<file path="src/sv/capture_period_to_decimal_frequency_assert.svh">
// Assertion macros shared by the capture period to frequency block.
`ifndef CAPTURE_PERIOD_TO_DECIMAL_FREQUENCY_ASSERT_SVH
`define CAPTURE_PERIOD_TO_DECIMAL_FREQUENCY_ASSERT_SVH
`ifndef SYNTHESIS
// Property checked at every clock edge outside reset.
`define CPDF_ASSERT(lbl, clk, rstn, prop) \
  lbl: assert property (@(posedge clk) disable iff (!rstn) (prop)) \
    else $error("cpdf assertion failed");
// Implication checked in the same cycle outside reset.
`define CPDF_ASSERT_IMP(lbl, clk, rstn, ante, cons) \
  lbl: assert property (@(posedge clk) disable iff (!rstn) (ante) |-> (cons)) \
    else $error("cpdf implication failed");
`else
`define CPDF_ASSERT(lbl, clk, rstn, prop)
`define CPDF_ASSERT_IMP(lbl, clk, rstn, ante, cons)
`endif
`endif

</file>
<file path="src/sv/cpdf_pkg.sv">
// Package with the widths, constants and result type of the frequency meter.
`timescale 1ns / 1ps
package cpdf_pkg;

  // Width of the timestamps and of the period.
  localparam int unsigned TimeBits = 16;
  // Width of the numerator register and of the integer part.
  localparam int unsigned NumBits = 16;
  // Width of one decimal digit.
  localparam int unsigned DigitBits = 4;
  // Width of the scaled remainder: a value below ten times the period.
  localparam int unsigned ScaledBits = TimeBits + 4;
  // Depth of the queue between the front and the back.
  localparam int unsigned QueueDepth = 2;
  localparam int unsigned QueuePtrBits = (QueueDepth > 1) ? $clog2(QueueDepth) : 1;
  localparam int unsigned QueueCntBits = $clog2(QueueDepth + 1);

  // Numerator after reset.
  localparam logic [NumBits-1:0] NumeratorReset = NumBits'(1000);
  // Highest value of a decimal digit.
  localparam logic [DigitBits-1:0] DigitMax = DigitBits'(9);

  typedef logic [TimeBits-1:0] time_t;

  // One result item.
  typedef struct packed {
    logic [TimeBits-1:0]  period;
    logic [NumBits-1:0]   int_part;
    logic [DigitBits-1:0] tenths;
    logic [DigitBits-1:0] hundredths;
    logic [DigitBits-1:0] thousandths;
    logic                 zero_period;
  } res_t;

endpackage

</file>
<file path="src/sv/cpdf_front.sv">
// Capture front end: keeps the last timestamp and pair parity, forms periods.
`timescale 1ns / 1ps
module cpdf_front (
  input  logic                 clk_i,
  input  logic                 rst_ni,
  input  logic                 push_i,
  input  cpdf_pkg::time_t      capture_time_i,
  output logic                 full_o,
  output logic                 job_push_o,
  output cpdf_pkg::time_t      job_period_o,
  input  logic                 job_full_i
);

  cpdf_pkg::time_t last_q, last_d;
  logic            parity_q, parity_d;
  logic            accept;

  // Items are held off only while the queue to the divider is full.
  assign full_o = job_full_i;
  assign accept = push_i & ~job_full_i;

  // The period wraps naturally at the timestamp width.
  assign job_period_o = capture_time_i - last_q;
  assign job_push_o   = accept & parity_q;

  // The first capture of a pair is stored; the second sends a job and restarts at zero.
  always_comb begin
    last_d   = last_q;
    parity_d = parity_q;
    if (accept) begin
      if (parity_q) begin
        last_d   = '0;
        parity_d = 1'b0;
      end else begin
        last_d   = capture_time_i;
        parity_d = 1'b1;
      end
    end
  end

  always_ff @(posedge clk_i or negedge rst_ni) begin
    if (!rst_ni) begin
      last_q   <= '0;
      parity_q <= 1'b0;
    end else begin
      last_q   <= last_d;
      parity_q <= parity_d;
    end
  end

endmodule

</file>
<file path="src/sv/cpdf_queue.sv">
// Short queue of periods between the capture front end and the divider.
`timescale 1ns / 1ps
module cpdf_queue (
  input  logic            clk_i,
  input  logic            rst_ni,
  input  logic            push_i,
  input  cpdf_pkg::time_t data_i,
  output logic            full_o,
  input  logic            pop_i,
  output cpdf_pkg::time_t data_o,
  output logic            empty_o
);

  cpdf_pkg::time_t                       slots_q [cpdf_pkg::QueueDepth];
  logic [cpdf_pkg::QueuePtrBits-1:0]     wr_ptr_q, wr_ptr_d;
  logic [cpdf_pkg::QueuePtrBits-1:0]     rd_ptr_q, rd_ptr_d;
  logic [cpdf_pkg::QueueCntBits-1:0]     count_q, count_d;
  logic                                  do_push;
  logic                                  do_pop;

  assign full_o  = (count_q == cpdf_pkg::QueueCntBits'(cpdf_pkg::QueueDepth));
  assign empty_o = (count_q == '0);
  assign do_push = push_i & ~full_o;
  assign do_pop  = pop_i & ~empty_o;
  assign data_o  = slots_q[rd_ptr_q];

  // Pointer and fill count update, wrapping at the queue depth.
  always_comb begin
    wr_ptr_d = wr_ptr_q;
    rd_ptr_d = rd_ptr_q;
    count_d  = count_q;
    if (do_push) begin
      wr_ptr_d = (wr_ptr_q == cpdf_pkg::QueuePtrBits'(cpdf_pkg::QueueDepth - 1))
                 ? '0 : wr_ptr_q + 1'b1;
    end
    if (do_pop) begin
      rd_ptr_d = (rd_ptr_q == cpdf_pkg::QueuePtrBits'(cpdf_pkg::QueueDepth - 1))
                 ? '0 : rd_ptr_q + 1'b1;
    end
    if (do_push && !do_pop) begin
      count_d = count_q + 1'b1;
    end else if (do_pop && !do_push) begin
      count_d = count_q - 1'b1;
    end
  end

  always_ff @(posedge clk_i or negedge rst_ni) begin
    if (!rst_ni) begin
      wr_ptr_q <= '0;
      rd_ptr_q <= '0;
      count_q  <= '0;
    end else begin
      wr_ptr_q <= wr_ptr_d;
      rd_ptr_q <= rd_ptr_d;
      count_q  <= count_d;
    end
  end

  // Payload slots carry no reset.
  always_ff @(posedge clk_i) begin
    if (do_push) begin
      slots_q[wr_ptr_q] <= data_i;
    end
  end

endmodule

</file>
<file path="src/sv/cpdf_back.sv">
// Divider back end: sequential long division into integer part and three digits.
`timescale 1ns / 1ps
`include "capture_period_to_decimal_frequency_assert.svh"
module cpdf_back (
  input  logic                          clk_i,
  input  logic                          rst_ni,
  input  logic                          numerator_we_i,
  input  logic [cpdf_pkg::NumBits-1:0]  numerator_i,
  input  logic                          job_empty_i,
  input  cpdf_pkg::time_t               job_period_i,
  output logic                          job_pop_o,
  output logic                          empty_o,
  input  logic                          pop_i,
  output cpdf_pkg::res_t                res_o
);

  localparam int unsigned TB = cpdf_pkg::TimeBits;
  localparam int unsigned SB = cpdf_pkg::ScaledBits;
  localparam int unsigned DB = cpdf_pkg::DigitBits;

  localparam logic [2:0] StIdle  = 3'd0;
  localparam logic [2:0] StInt   = 3'd1;
  localparam logic [2:0] StScale = 3'd2;
  localparam logic [2:0] StDigit = 3'd3;
  localparam logic [2:0] StDone  = 3'd4;

  localparam logic [1:0] DigTenths      = 2'd0;
  localparam logic [1:0] DigHundredths  = 2'd1;
  localparam logic [1:0] DigThousandths = 2'd2;

  logic [2:0]                      state_q, state_d;
  logic [cpdf_pkg::NumBits-1:0]    numer_q, numer_d;
  cpdf_pkg::time_t                 period_q, period_d;
  logic [SB-1:0]                   work_q, work_d;
  logic [cpdf_pkg::NumBits-1:0]    num_sh_q, num_sh_d;
  logic [cpdf_pkg::NumBits-1:0]    quot_q, quot_d;
  logic [3:0]                      cnt_q, cnt_d;
  logic [1:0]                      dig_idx_q, dig_idx_d;
  logic [DB-1:0]                   dig_q, dig_d;
  logic [DB-1:0]                   tenths_q, tenths_d;
  logic [DB-1:0]                   hund_q, hund_d;
  logic [DB-1:0]                   thou_q, thou_d;
  logic                            zero_q, zero_d;
  logic                            out_valid_q, out_valid_d;
  cpdf_pkg::res_t                  res_q, res_d;

  logic [TB:0]                     int_trial;
  logic                            int_ge;
  logic [TB:0]                     int_diff;
  logic [SB-1:0]                   dig_div;
  logic                            dig_ge;
  logic [SB-1:0]                   scaled;
  logic [DB-1:0]                   dig_final;
  logic                            out_free;

  // One restoring step of the integer quotient.
  assign int_trial = {work_q[TB-1:0], num_sh_q[cpdf_pkg::NumBits-1]};
  assign int_ge    = (int_trial >= {1'b0, period_q});
  assign int_diff  = int_trial - {1'b0, period_q};

  // One digit step compares against the period shifted by the bit weight.
  assign dig_div   = {{(SB-TB){1'b0}}, period_q} << cnt_q[1:0];
  assign dig_ge    = (work_q >= dig_div);
  assign dig_final = {dig_q[DB-2:0], dig_ge};

  // Remainder times ten as two shifted adds.
  assign scaled = ({{(SB-TB){1'b0}}, work_q[TB-1:0]} << 3)
                + ({{(SB-TB){1'b0}}, work_q[TB-1:0]} << 1);

  assign out_free  = ~out_valid_q | pop_i;
  assign job_pop_o = (state_q == StIdle) & ~job_empty_i;
  assign empty_o   = ~out_valid_q;
  assign res_o     = res_q;

  // Division sequencer.
  always_comb begin
    state_d     = state_q;
    numer_d     = numer_q;
    period_d    = period_q;
    work_d      = work_q;
    num_sh_d    = num_sh_q;
    quot_d      = quot_q;
    cnt_d       = cnt_q;
    dig_idx_d   = dig_idx_q;
    dig_d       = dig_q;
    tenths_d    = tenths_q;
    hund_d      = hund_q;
    thou_d      = thou_q;
    zero_d      = zero_q;
    out_valid_d = out_valid_q & ~pop_i;
    res_d       = res_q;

    if (numerator_we_i) begin
      numer_d = numerator_i;
    end

    unique case (state_q)
      StIdle: begin
        if (!job_empty_i) begin
          period_d  = job_period_i;
          num_sh_d  = numer_q;
          work_d    = '0;
          quot_d    = '0;
          cnt_d     = 4'(cpdf_pkg::NumBits - 1);
          dig_idx_d = DigTenths;
          tenths_d  = '0;
          hund_d    = '0;
          thou_d    = '0;
          zero_d    = (job_period_i == '0);
          state_d   = (job_period_i == '0) ? StDone : StInt;
        end
      end
      StInt: begin
        work_d   = int_ge ? {{(SB-TB){1'b0}}, int_diff[TB-1:0]}
                          : {{(SB-TB){1'b0}}, int_trial[TB-1:0]};
        quot_d   = {quot_q[cpdf_pkg::NumBits-2:0], int_ge};
        num_sh_d = num_sh_q << 1;
        cnt_d    = cnt_q - 1'b1;
        if (cnt_q == '0) begin
          state_d = StScale;
        end
      end
      StScale: begin
        work_d  = scaled;
        cnt_d   = 4'(DB - 1);
        dig_d   = '0;
        state_d = StDigit;
      end
      StDigit: begin
        if (dig_ge) begin
          work_d = work_q - dig_div;
        end
        dig_d = dig_final;
        cnt_d = cnt_q - 1'b1;
        if (cnt_q == '0) begin
          case (dig_idx_q)
            DigTenths:     tenths_d = dig_final;
            DigHundredths: hund_d   = dig_final;
            default:       thou_d   = dig_final;
          endcase
          if (dig_idx_q == DigThousandths) begin
            state_d = StDone;
          end else begin
            dig_idx_d = dig_idx_q + 1'b1;
            state_d   = StScale;
          end
        end
      end
      StDone: begin
        if (out_free) begin
          res_d.period      = period_q;
          res_d.int_part    = zero_q ? '0 : quot_q;
          res_d.tenths      = tenths_q;
          res_d.hundredths  = hund_q;
          res_d.thousandths = thou_q;
          res_d.zero_period = zero_q;
          out_valid_d       = 1'b1;
          state_d           = StIdle;
        end
      end
      default: begin
        state_d = StIdle;
      end
    endcase
  end

  always_ff @(posedge clk_i or negedge rst_ni) begin
    if (!rst_ni) begin
      state_q     <= StIdle;
      numer_q     <= cpdf_pkg::NumeratorReset;
      out_valid_q <= 1'b0;
      cnt_q       <= '0;
      dig_idx_q   <= DigTenths;
    end else begin
      state_q     <= state_d;
      numer_q     <= numer_d;
      out_valid_q <= out_valid_d;
      cnt_q       <= cnt_d;
      dig_idx_q   <= dig_idx_d;
    end
  end

  // Datapath registers carry no reset.
  always_ff @(posedge clk_i) begin
    period_q <= period_d;
    work_q   <= work_d;
    num_sh_q <= num_sh_d;
    quot_q   <= quot_d;
    dig_q    <= dig_d;
    tenths_q <= tenths_d;
    hund_q   <= hund_d;
    thou_q   <= thou_d;
    zero_q   <= zero_d;
    res_q    <= res_d;
  end

  // The partial remainder stays below the period throughout the integer steps.
  `CPDF_ASSERT_IMP(a_rem_below_period, clk_i, rst_ni, state_q == StInt, work_q < SB'(period_q))
  // Only three digits are ever worked on.
  `CPDF_ASSERT_IMP(a_digit_index, clk_i, rst_ni, state_q == StDigit, dig_idx_q != 2'd3)
  // A waiting result holds decimal digits only.
  `CPDF_ASSERT_IMP(a_tenths_ok, clk_i, rst_ni, out_valid_q, res_q.tenths <= cpdf_pkg::DigitMax)
  `CPDF_ASSERT_IMP(a_hund_ok, clk_i, rst_ni, out_valid_q, res_q.hundredths <= cpdf_pkg::DigitMax)
  `CPDF_ASSERT_IMP(a_thou_ok, clk_i, rst_ni, out_valid_q, res_q.thousandths <= cpdf_pkg::DigitMax)
  // A zero period gives a zero period field and all digits cleared.
  `CPDF_ASSERT_IMP(a_zero_result, clk_i, rst_ni, out_valid_q && res_q.zero_period, (res_q >> 1) == '0)

endmodule

</file>
<file path="src/sv/capture_period_to_decimal_frequency.sv">
// Top level of the capture period to decimal frequency meter.
//
//   Channel   Handshake            Payload
//   capture   push / full          capture_time_i
//   result    empty / pop          period_o, int_part_o, tenths_o, hundredths_o,
//                                  thousandths_o, zero_period_o
//   config    numerator_we_i       numerator_i
//
// The front end takes one capture per cycle while the two-entry period queue has room.
// The divider works a pair as a load, the quotient steps of the 16-bit integer part, a
// scale step and the digit steps for each of three digits, and a fill of the result
// register; a zero period goes from the load straight to the result.
// Reset clears the stored timestamp, the pair parity and the queue, and loads 1000 as
// the numerator. A waiting result stalls only the divider; captures still enter the queue.
`timescale 1ns / 1ps
module capture_period_to_decimal_frequency (
  input  logic        clk_i,
  input  logic        rst_ni,
  input  logic        push,
  output logic        full,
  input  logic [15:0] capture_time_i,
  output logic        empty,
  input  logic        pop,
  output logic [15:0] period_o,
  output logic [15:0] int_part_o,
  output logic [3:0]  tenths_o,
  output logic [3:0]  hundredths_o,
  output logic [3:0]  thousandths_o,
  output logic        zero_period_o,
  input  logic        numerator_we_i,
  input  logic [15:0] numerator_i
);

  logic            job_push;
  logic            job_full;
  cpdf_pkg::time_t job_period_in;
  cpdf_pkg::time_t job_period_out;
  logic            job_empty;
  logic            job_pop;
  cpdf_pkg::res_t  res;

  cpdf_front u_front (
    .clk_i          (clk_i),
    .rst_ni         (rst_ni),
    .push_i         (push),
    .capture_time_i (capture_time_i),
    .full_o         (full),
    .job_push_o     (job_push),
    .job_period_o   (job_period_in),
    .job_full_i     (job_full)
  );

  cpdf_queue u_queue (
    .clk_i   (clk_i),
    .rst_ni  (rst_ni),
    .push_i  (job_push),
    .data_i  (job_period_in),
    .full_o  (job_full),
    .pop_i   (job_pop),
    .data_o  (job_period_out),
    .empty_o (job_empty)
  );

  cpdf_back u_back (
    .clk_i          (clk_i),
    .rst_ni         (rst_ni),
    .numerator_we_i (numerator_we_i),
    .numerator_i    (numerator_i),
    .job_empty_i    (job_empty),
    .job_period_i   (job_period_out),
    .job_pop_o      (job_pop),
    .empty_o        (empty),
    .pop_i          (pop),
    .res_o          (res)
  );

  // Result fields straight from the output register.
  assign period_o      = res.period;
  assign int_part_o    = res.int_part;
  assign tenths_o      = res.tenths;
  assign hundredths_o  = res.hundredths;
  assign thousandths_o = res.thousandths;
  assign zero_period_o = res.zero_period;

endmodule
</file>
<file path="config.mk">
export PLATFORM = sky130hd
export DESIGN_NAME = capture_period_to_decimal_frequency
export DESIGN_NICKNAME = d
export VERILOG_FILES = /design/src/sv/cpdf_pkg.sv /design/src/sv/cpdf_front.sv /design/src/sv/cpdf_queue.sv /design/src/sv/cpdf_back.sv /design/src/sv/capture_period_to_decimal_frequency.sv
export VERILOG_INCLUDE_DIRS = /design/src /design/src/sv
export SDC_FILE = /design/constraint.sdc
export NUM_CORES = 1
export LEC_CHECK = 0
export BUFFER_PORTS_ARGS = -buffer_cell sky130_fd_sc_hd__buf_2
export CAP_MARGIN = 30
export CORE_MARGIN = 10
export CORE_UTILIZATION = 50
export CTS_CLUSTER_SIZE = 30
export DETAILED_ROUTE_END_ITERATION = 6
export GPL_TIMING_DRIVEN = 0
export PLACE_DENSITY_LB_ADDON = 0.05
export SLEW_MARGIN = 30
export SYNTH_ARGS = -nofsm -noshare
export SYNTH_HDL_FRONTEND = slang
export SYNTH_SLANG_ARGS = --single-unit
</file>
<file path="constraint.sdc">
create_clock -name clk_i -period 4.6 [get_ports clk_i]
set_input_delay 0.92 -clock clk_i [delete_from_list [all_inputs] [get_ports clk_i]]
set_output_delay 0.92 -clock clk_i [all_outputs]
set_load 0.01 [all_outputs]
</file>
Yosys cells after proc, flatten, opt, wreduce, memory -nomap -nowiden --
Memory sizes are Yosys's and may differ from the RTL's. Cells that the tools add are included.
Storage, ports and cells: memories kept 1, output and inout port bits 47, register bits 176, logic and storage cells 135, input bits 37, RAM bits 32
Memory list:
- u_queue.slots_q | depth 2, width 16, rd ports 1, clocked after memory_dff 0, wr ports 1, RTL line cpdf_queue.sv:14 | cpdf_pkg::time_t slots_q [cpdf_pkg::QueueDepth];
Operators by class: $lt $le $gt $ge 2, bitwise logic cells 11, reductions and logical operators 27, muxes and demuxes 42, eq/ne operators 16, $add $sub $neg 10, shift-type cells 1
Operators by type and width (number):
- one-hot mux 20 bit (4 select lines) | 1
- two-way mux 16 bit | 4
- one-hot mux 16 bit (2 select lines) | 2
- two-way mux 20 bit | 2
- two-way mux 4 bit | 8
- subtractor 16 bit | 2
- one-hot mux 4 bit (2 select lines) | 3
- adder 19 x 17 -> 20 bit | 1
- greater-or-equal comparator 20 bit | 1
- AND reduction 4 bit | 5
- << shifter 16 x 2 -> 20 bit | 1
- subtractor 20 bit | 1
- two-way mux 3 bit | 6
- greater-or-equal comparator 17 x 16 -> 1 bit | 1
- zero test 16 bit | 1
- one-hot mux 3 bit (5 select lines) | 1
- one-hot mux 4 bit (3 select lines) | 1
- two-way mux 2 bit | 5
- != test 2 bit, second input constant | 5
- != test 2 x 1 -> 1 bit, second input constant | 4
- AND reduction 2 bit | 4
- nonzero test 2 bit | 4
- two-way mux 1 bit | 7
- bitwise AND 1 bit | 6
- other kinds (22) | 33

Longest topological paths before layout --
Gate-level depths: netlist of the first run.
depth in word-level cells 9, depth in mapped cells 16, mapped depth without buffers 14

By module --
A second synthesis of the first run with hierarchy kept.
Unflattened totals: cells, all modules 1057, area total of the unflattened synthesis 11825.1 um^2
By module, submodules not included:
- cpdf_back | seq. area each 4531.8 um^2, area each 8889.8 um^2, cells each 792, times used 1
- cpdf_front | seq. area each 425.4 um^2, area each 1532.7 um^2, cells each 196, times used 1
- cpdf_queue | seq. area each 1061.0 um^2, area each 1402.6 um^2, cells each 69, times used 1

Worst setup path after synthesis of the first run --
OpenSTA, ideal clock, no wires.
path type register to register, from register u_back.cnt_q[0], to register u_back.work_q[0], enable pin, setup time 0.354 ns, cell stages (with the launch flop) 16, setup slack 0.796 ns, period minus slack after synthesis 3.804 ns, arrival 3.450 ns, required time 4.246 ns, cells stage by stage dfrtp_1 > buf_1 > clkbuf_1 > inv_1 > and3_1 > ha_1 > inv_1 > fa_1 > a211oi_1 > o21bai_1 > o311a_1 > o21ai_0 > o21ai_0 > a21oi_1 > o21ai_0 > o21ba_2
On the way: word-level cells in the longest chain between the ends 4
Ends and longest elaborated chain:
- start, declared | RTL line cpdf_back.sv:37 | logic [3:0] cnt_q, cnt_d;
- start signal, assigned | RTL line cpdf_back.sv:178 | cnt_q <= cnt_d;
- << shifter 16 x 2 -> 20 bit | RTL line cpdf_back.sv:62 | assign dig_div = {{(SB-TB){1'b0}}, period_q} << cnt_q[1:0];
- greater-or-equal comparator 20 bit | RTL line cpdf_back.sv:63 | assign dig_ge = (work_q >= dig_div);
- != test 2 x 1 -> 1 bit (no line)
- AND reduction 3 bit (no line)
- end signal, assigned | RTL line cpdf_back.sv:186 | work_q <= work_d;
- end, declared | RTL line cpdf_back.sv:34 | logic [SB-1:0] work_q, work_d;
No other way between the ends. A chain may end at the register's enable or synchronous reset.

Worst setup path in the final report of the first run --
from register u_back.cnt_q[0], to register u_back.work_q[6], enable pin
The elaborated chain is that of the path after synthesis.

==> metrics, run 1 <==
WP data arrival 4530 ps; Cells after Synth 1035; Final Max Slew Viols 0; Max Root-Sink Buffers 3; Synth area leader edfxtp_1; unrepaired setup endpoints after global routing false; Die ar. 29600 um2; Layout Skew 10.4 ps; Ports 84; router iterations before antenna repair 5; CTS tree built; DR vias/cell 5.49; Post-synth EDFFs 161; Mean Syn Cell Area 11.2 um2; vias 7938; Layout fillers 1988; CTS clk-pin slew, worst paths 60 ps; initial antenna violation count 0; IO buf count 82; minimum clock period 4280 ps; DRC Markers 0; core area 22700 um2; status finished, final reports clean; post-synthesis sequential area ratio 0.520; worst r2r src u_back.cnt_q[0]$_DFFE_PN0P_; vias in the first global route 7943; Pwr Total 10800 uW; worst slack at placement -404 ps; final worst path period share 0.931; post-DP HPWL 19.5 mm; Area growth syn-to-layout 13.6%; Primary FF master, synth edfxtp_1; worst-path fanout max 20; commonest cells in the netlist edfxtp_1 (161), nand2_1 (99), ha_1 (72); Hold Path Class in -> async; leakage power 0.00546 uW; final WL 25.8 mm; Yosys reg bits 208; setup ws final 316 ps; fmax 233 MHz; asr flop ratio synth 0.226; yosys warns 0; Worst-Skew Late Latency 520 ps; antenna cells 0; GPL Wtd Cong 0.926; multi-input logic area 5190 um2; die height 172 um; syn_nets 1148; Synth area leaders edfxtp_1 (42%), dfrtp_1 (8.9%), ha_1 (7.8%), nand2_1 (3.2%), mux2_2 (3.1%); antenna viol nets, final 0; Seq. cell area 6020 um2; Req. time, crit path 4850 ps; peak supply drop 0.442 mV; Num CTS Buffers 24; Tightest Pin Transition 922 ps; routed length per instance 17.9 um; Max H-tree Level 1; ratio of cells with drive above 1 in the final layout 0.170; Final Net Count 1257; largest net degree at the start of global routing 48; crit path capture type register; grt total ovfl 0; DR iter-0 viols 465; Post-Synthesis Cell Area 11600 um2; Total GRT Usage 0.176; slew margin rel. 0.383; clk sinks 208; reg2reg end u_back.work_q[6]$_DFFE_PP_; Hold Buf Count CTS 0; top-count cell post-synth edfxtp_1; R2R cell count 14; PD cells 820 nW/um2; global-route wire length before repair 41.5 mm; Die Wd 172 um; final count of negative-setup-slack endpoints 0; Worst Setup Path Type reg -> reg; Reg2Reg Setup Slack 320 ps; Yosys cell types 67; Max Cap Viol 0; Initial Util 0.510; post-synth top area share 0.418; CTS Root Buffer Type clkbuf_16; CP Launch Type register; Final Hold Fails 0; std cell rows 55
-- through the flow --
step	area [um2]	std cells	hold slack, ps	util	setup TNS [ps]
after floorplan	11600	1035	400	-	0
after global routing	13100	1447	423	0.579	0
after global placement	12300	1402	405	0.544	-7060
final	13100	1447	404	0.579	0
after detailed placement	12400	1404	405	0.545	-8070
after CTS	13100	1447	419	0.579	0
-- final cells by class --
| class | count | share of cell area |
|---|---|---|
| timing repair buffer | 84 | 0.0325 |
| sequential | 208 | 0.458 |
| clock inverter | 19 | 0.0125 |
| buffer | 31 | 0.0105 |
| inverter | 67 | 0.0191 |
| clock buffer | 25 | 0.0460 |
| tap | 285 | 0.0271 |
| multi-input combinational | 728 | 0.395 |
-- where the power goes --
group          switching [uW]  internal, uW  total, uW
combinational            3260          2390       5640
clock                     771          1070       1840
sequential                365          2930       3300
total                    4390          6400      10800
-- registers in the layout, summed over array words and instances, names as in the netlist, 16 cells and up --
name and flops:
u_back.quot_q 16, u_back.numer_q 16, u_front.last_q 16, u_queue.slots_q 32, u_back.period_q 16, u_back.res_o 45, u_back.work_q 20, u_back.num_sh_q 16
-- cell families (layout without fill, tap and decap cells) --
group,Yosys count,count (layout),share of synthesized area
compound gates,235,235,0.136
xor+xnor,54,54,0.0408
fa+ha+maj,76,76,0.0847
buf+inv,99,226,0.0338
flops,208,208,0.520
mux,53,53,0.0547
simple gates,310,310,0.130
-- placed cells by master, fill, tap and decap left out, drive strengths merged, types with 6 or more instances in the layout --
cell,n
o22ai,8
o21a,16
clkinv,15
nor3,15
buf,89
xor2,23
mux2i,16
dfstp,6
and2,22
a31oi,10
inv,67
mux2,32
nand2b,12
a31o,15
a21o,19
nor2b,30
nand2,100
dfrtp,41
nor2,70
clkbuf,51
a21oi,52
o31ai,7
a211oi,10
xnor2,31
o21ai,47
nor4,9
nand3,13
edfxtp,161
ha,72
and3,13
o211ai,12
-- how the worst max path moves through the flow --
stage                     depth (start not counted)                        start  slack, ps                          to
after floorplan                                  15  u_back.cnt_q[0]$_DFFE_PN0P_        800  u_back.work_q[0]$_DFFE_PP_
after global placement                           15  u_back.cnt_q[0]$_DFFE_PN0P_       -350  u_back.work_q[2]$_DFFE_PP_
after detailed placement                         15  u_back.cnt_q[0]$_DFFE_PN0P_       -400  u_back.work_q[3]$_DFFE_PP_
after CTS                                        12  u_back.cnt_q[0]$_DFFE_PN0P_         70  u_back.work_q[2]$_DFFE_PP_
after global routing                             13  u_back.cnt_q[1]$_DFFE_PN0P_         30  u_back.work_q[6]$_DFFE_PP_
final                                            14  u_back.cnt_q[0]$_DFFE_PN0P_        320  u_back.work_q[6]$_DFFE_PP_
-- critical path, stage by stage (launching register included) --
cell	delay, ps
dfrtp_2	520
clkbuf_2	250
inv_1	190
and3_1	200
ha_1	170
inv_1	50
fa_1	420
a211oi_1	270
o21bai_1	150
o311a_1	390
o21ai_0	380
o21ai_1	240
a21oi_1	200
o21ai_0	180
o21ba_4	370
-- repair_timing --
action                                 4_1_cts  5_1_grt
gates resized for setup                      2        3
buffers inserted                             0        0
setup endpoints to repair                   23       25
endpoints found under the hold margin        0        0
-- per-layer routing --
layer,part of all wire,vias up,GRT usage
met5,0,-,0
met4,0.014,0,0.0356
met3,0.047,26,0.0306
met2,0.47,159,0.293
met1,0.47,3735,0.236
li1,-,4018,-
Note: power is estimated with default switching activity, not from simulation.
==> inputs of run 2 (changes only) <==
--- a/config.mk
+++ b/config.mk
@@ -8,8 +8,10 @@
 export LEC_CHECK = 0
 export BUFFER_PORTS_ARGS = -buffer_cell sky130_fd_sc_hd__buf_2
 export CAP_MARGIN = 30
+export CELL_PAD_IN_SITES_DETAIL_PLACEMENT = 0
+export CELL_PAD_IN_SITES_GLOBAL_PLACEMENT = 1
 export CORE_MARGIN = 10
-export CORE_UTILIZATION = 50
+export CORE_UTILIZATION = 49
 export CTS_CLUSTER_SIZE = 30
 export DETAILED_ROUTE_END_ITERATION = 6
 export GPL_TIMING_DRIVEN = 0
==> metrics, run 2 (synthesis results as in run 1) <==
die height 174 um (+0.90%); CTS tree built; Final Net Count 1255 (-0.16%); fin util 0.565 (-0.0141); routed length per instance 17.5 um (-2.2%); core area 23300 um2 (+2.7%); antenna cells 0 (unchanged); Worst-Skew Late Latency 520 ps (about the same); clock network power share 0.172 (about the same); Layout Skew 13.8 ps (+3.38 ps); antenna viol nets, final 0 (unchanged); final worst path period share 0.944 (+0.0124); Tightest Pin Transition 875 ps (-46.7 ps); ratio of cells with drive above 1 in the final layout 0.169 (-0.000424); router iterations before antenna repair 7 (+2); initial antenna violation count 0 (unchanged); # Post-CTS Setup Buffers 0 (unchanged); Ports 84 (unchanged); leakage power 0.00545 uW (about the same); Num CTS Buffers 23 (-4.2%); most common cell after layout, fill and taps aside edfxtp_1; Hold Path Class in -> async; Final Max Slew Viols 0 (unchanged); Max Root-Sink Buffers 3 (unchanged); Die Wd 174 um (+0.90%); Req. time, crit path 4840 ps (about the same); global-route wire length before repair 42.4 mm (+2.1%); largest net degree at the start of global routing 48 (unchanged); Sw Pwr 4360 uW (-0.83%); Total GRT Usage 0.171 (-0.00523); CTS Root Buffer Type clkbuf_16; R2R cell count 14 (unchanged); GPL Wtd Cong 0.922 (-0.50%); Die ar. 30200 um2 (+1.8%); vias 7922 (-0.20%); crit path capture type register; final count of negative-setup-slack endpoints 0 (unchanged); Largest register FFs 45 (unchanged); Initial Util 0.496 (-0.0136); DRC Markers 0 (unchanged); CTS clk-pin slew, worst paths 60 ps (about the same); PD cells 817 nW/um2 (-0.38%); IO buf count 82 (unchanged); Flop pwr share 0.306 (about the same); Layout fillers 2062 (+3.7%); Worst Setup Path Type reg -> reg; Comb pwr share 0.522 (about the same); worst-path fanout max 20 (unchanged); grt total ovfl 0 (unchanged); Max H-tree Level 1 (unchanged); Final Hold Fails 0 (unchanged); clk sinks 208 (unchanged); sw frac 0.404 (-0.00279); post-DP HPWL 19.7 mm (+1.1%); DR vias/cell 5.36 (-2.3%); CP Launch Type register; Pwr Total 10800 uW (-0.15%); minimum clock period 4340 ps (+57.2 ps); status finished, final reports clean; slew margin rel. 0.414 (+0.0313); WP data arrival 4580 ps (+50 ps); commonest cells after routing, fill and taps aside edfxtp_1 (161), nand2_1 (98), buf_2 (82), ha_1 (72), nor2_1 (70); DR iter-0 viols 353 (-24%); vias in the first global route 8082 (+1.7%); Area growth syn-to-layout 13.8%; fmax 230 MHz (-1.3%); Max Cap Viol 0 (unchanged); peak supply drop 0.375 mV (-15%); std cell rows 56 (+1.8%); final WL 25.8 mm (-0.10%); unrepaired setup endpoints after global routing false; internal power 6420 uW (+0.32%)
run 2: cell type report:
class | instances | area [um2] | area share
inverters | 67 | 251 | 0.0191
clock inverters | 16 | 176 | 0.0134
clock buffers | 26 | 587 | 0.0445
well taps | 319 | 399 | 0.0303
plain buffers | 31 | 139 | 0.0105
flip-flops and latches | 208 | 6020 | 0.457
repair buffers | 83 | 420 | 0.0319
multi-input cells | 728 | 5190 | 0.394
run 2: power groups by stage:
stage               logic, uW  clock network [uW]  registers [uW]
finish                   5620                1850            3290
global route             6340                1980            3370
CTS                      5630                1900            3300
detailed placement       5590                   0            3320
global placement         5570                   0            3310
floorplan                4420                   0            3170
run 2: final timing paths:
check | start | end | slack [ps]
max | u_back.cnt_q[0]$_DFFE_PN0P_ | u_back.work_q[5]$_DFFE_PP_ | 260
min | rst_ni | u_front.parity_q$_DFFE_PN0P_ | 410
max reg2reg | u_back.cnt_q[0]$_DFFE_PN0P_ | u_back.work_q[5]$_DFFE_PP_ | 260
min reg2reg | u_back.thou_q[1]$_DFFE_PP_ | u_back.res_o[2]$_DFFE_PP_ | 420
max in group asynchronous | rst_ni | u_back.cnt_q[0]$_DFFE_PN0P_ | 3710
min in group clk_i | u_back.thou_q[1]$_DFFE_PP_ | u_back.res_o[2]$_DFFE_PP_ | 420
run 2: timing repair:
item | in CTS | in global routing
hold buffers | 0 | 0
setup endpoints to repair | 20 | 20
gates resized for setup | 2 | 3
run 2: stage by stage:
stage                     std cells  hold WS (ps)  setup TNS (ps)  setup WS [ps]  cell area [um2]
final                          1478           405               0            258            13200
after global routing           1478           436               0           7.54            13200
after CTS                      1478           419               0            159            13200
after detailed placement       1437           405           -7060           -356            12400
after global placement         1436           401           -8180           -398            12400
after floorplan                1035           400               0            796            11600
run 2: worst max-delay path, stage by stage (launching register included):
cell      delay [ps]
dfrtp_2          510
clkbuf_2         250
inv_1            190
and3_1           210
ha_1             170
inv_1             60
fa_1             420
a211oi_1         240
o21bai_1         150
o311a_1          390
o21ai_0          370
o21ai_0          300
a21oi_1          230
o21ai_0          180
o21ba_4          370
run 2: routing by layer:
metal,GRT usage,share of wire,vias up
li1,-,-,4020
met2,0.278,0.46,139
met1,0.227,0.47,3727
met5,0,0,-
met4,0.0460,0.021,0
met3,0.0349,0.051,36
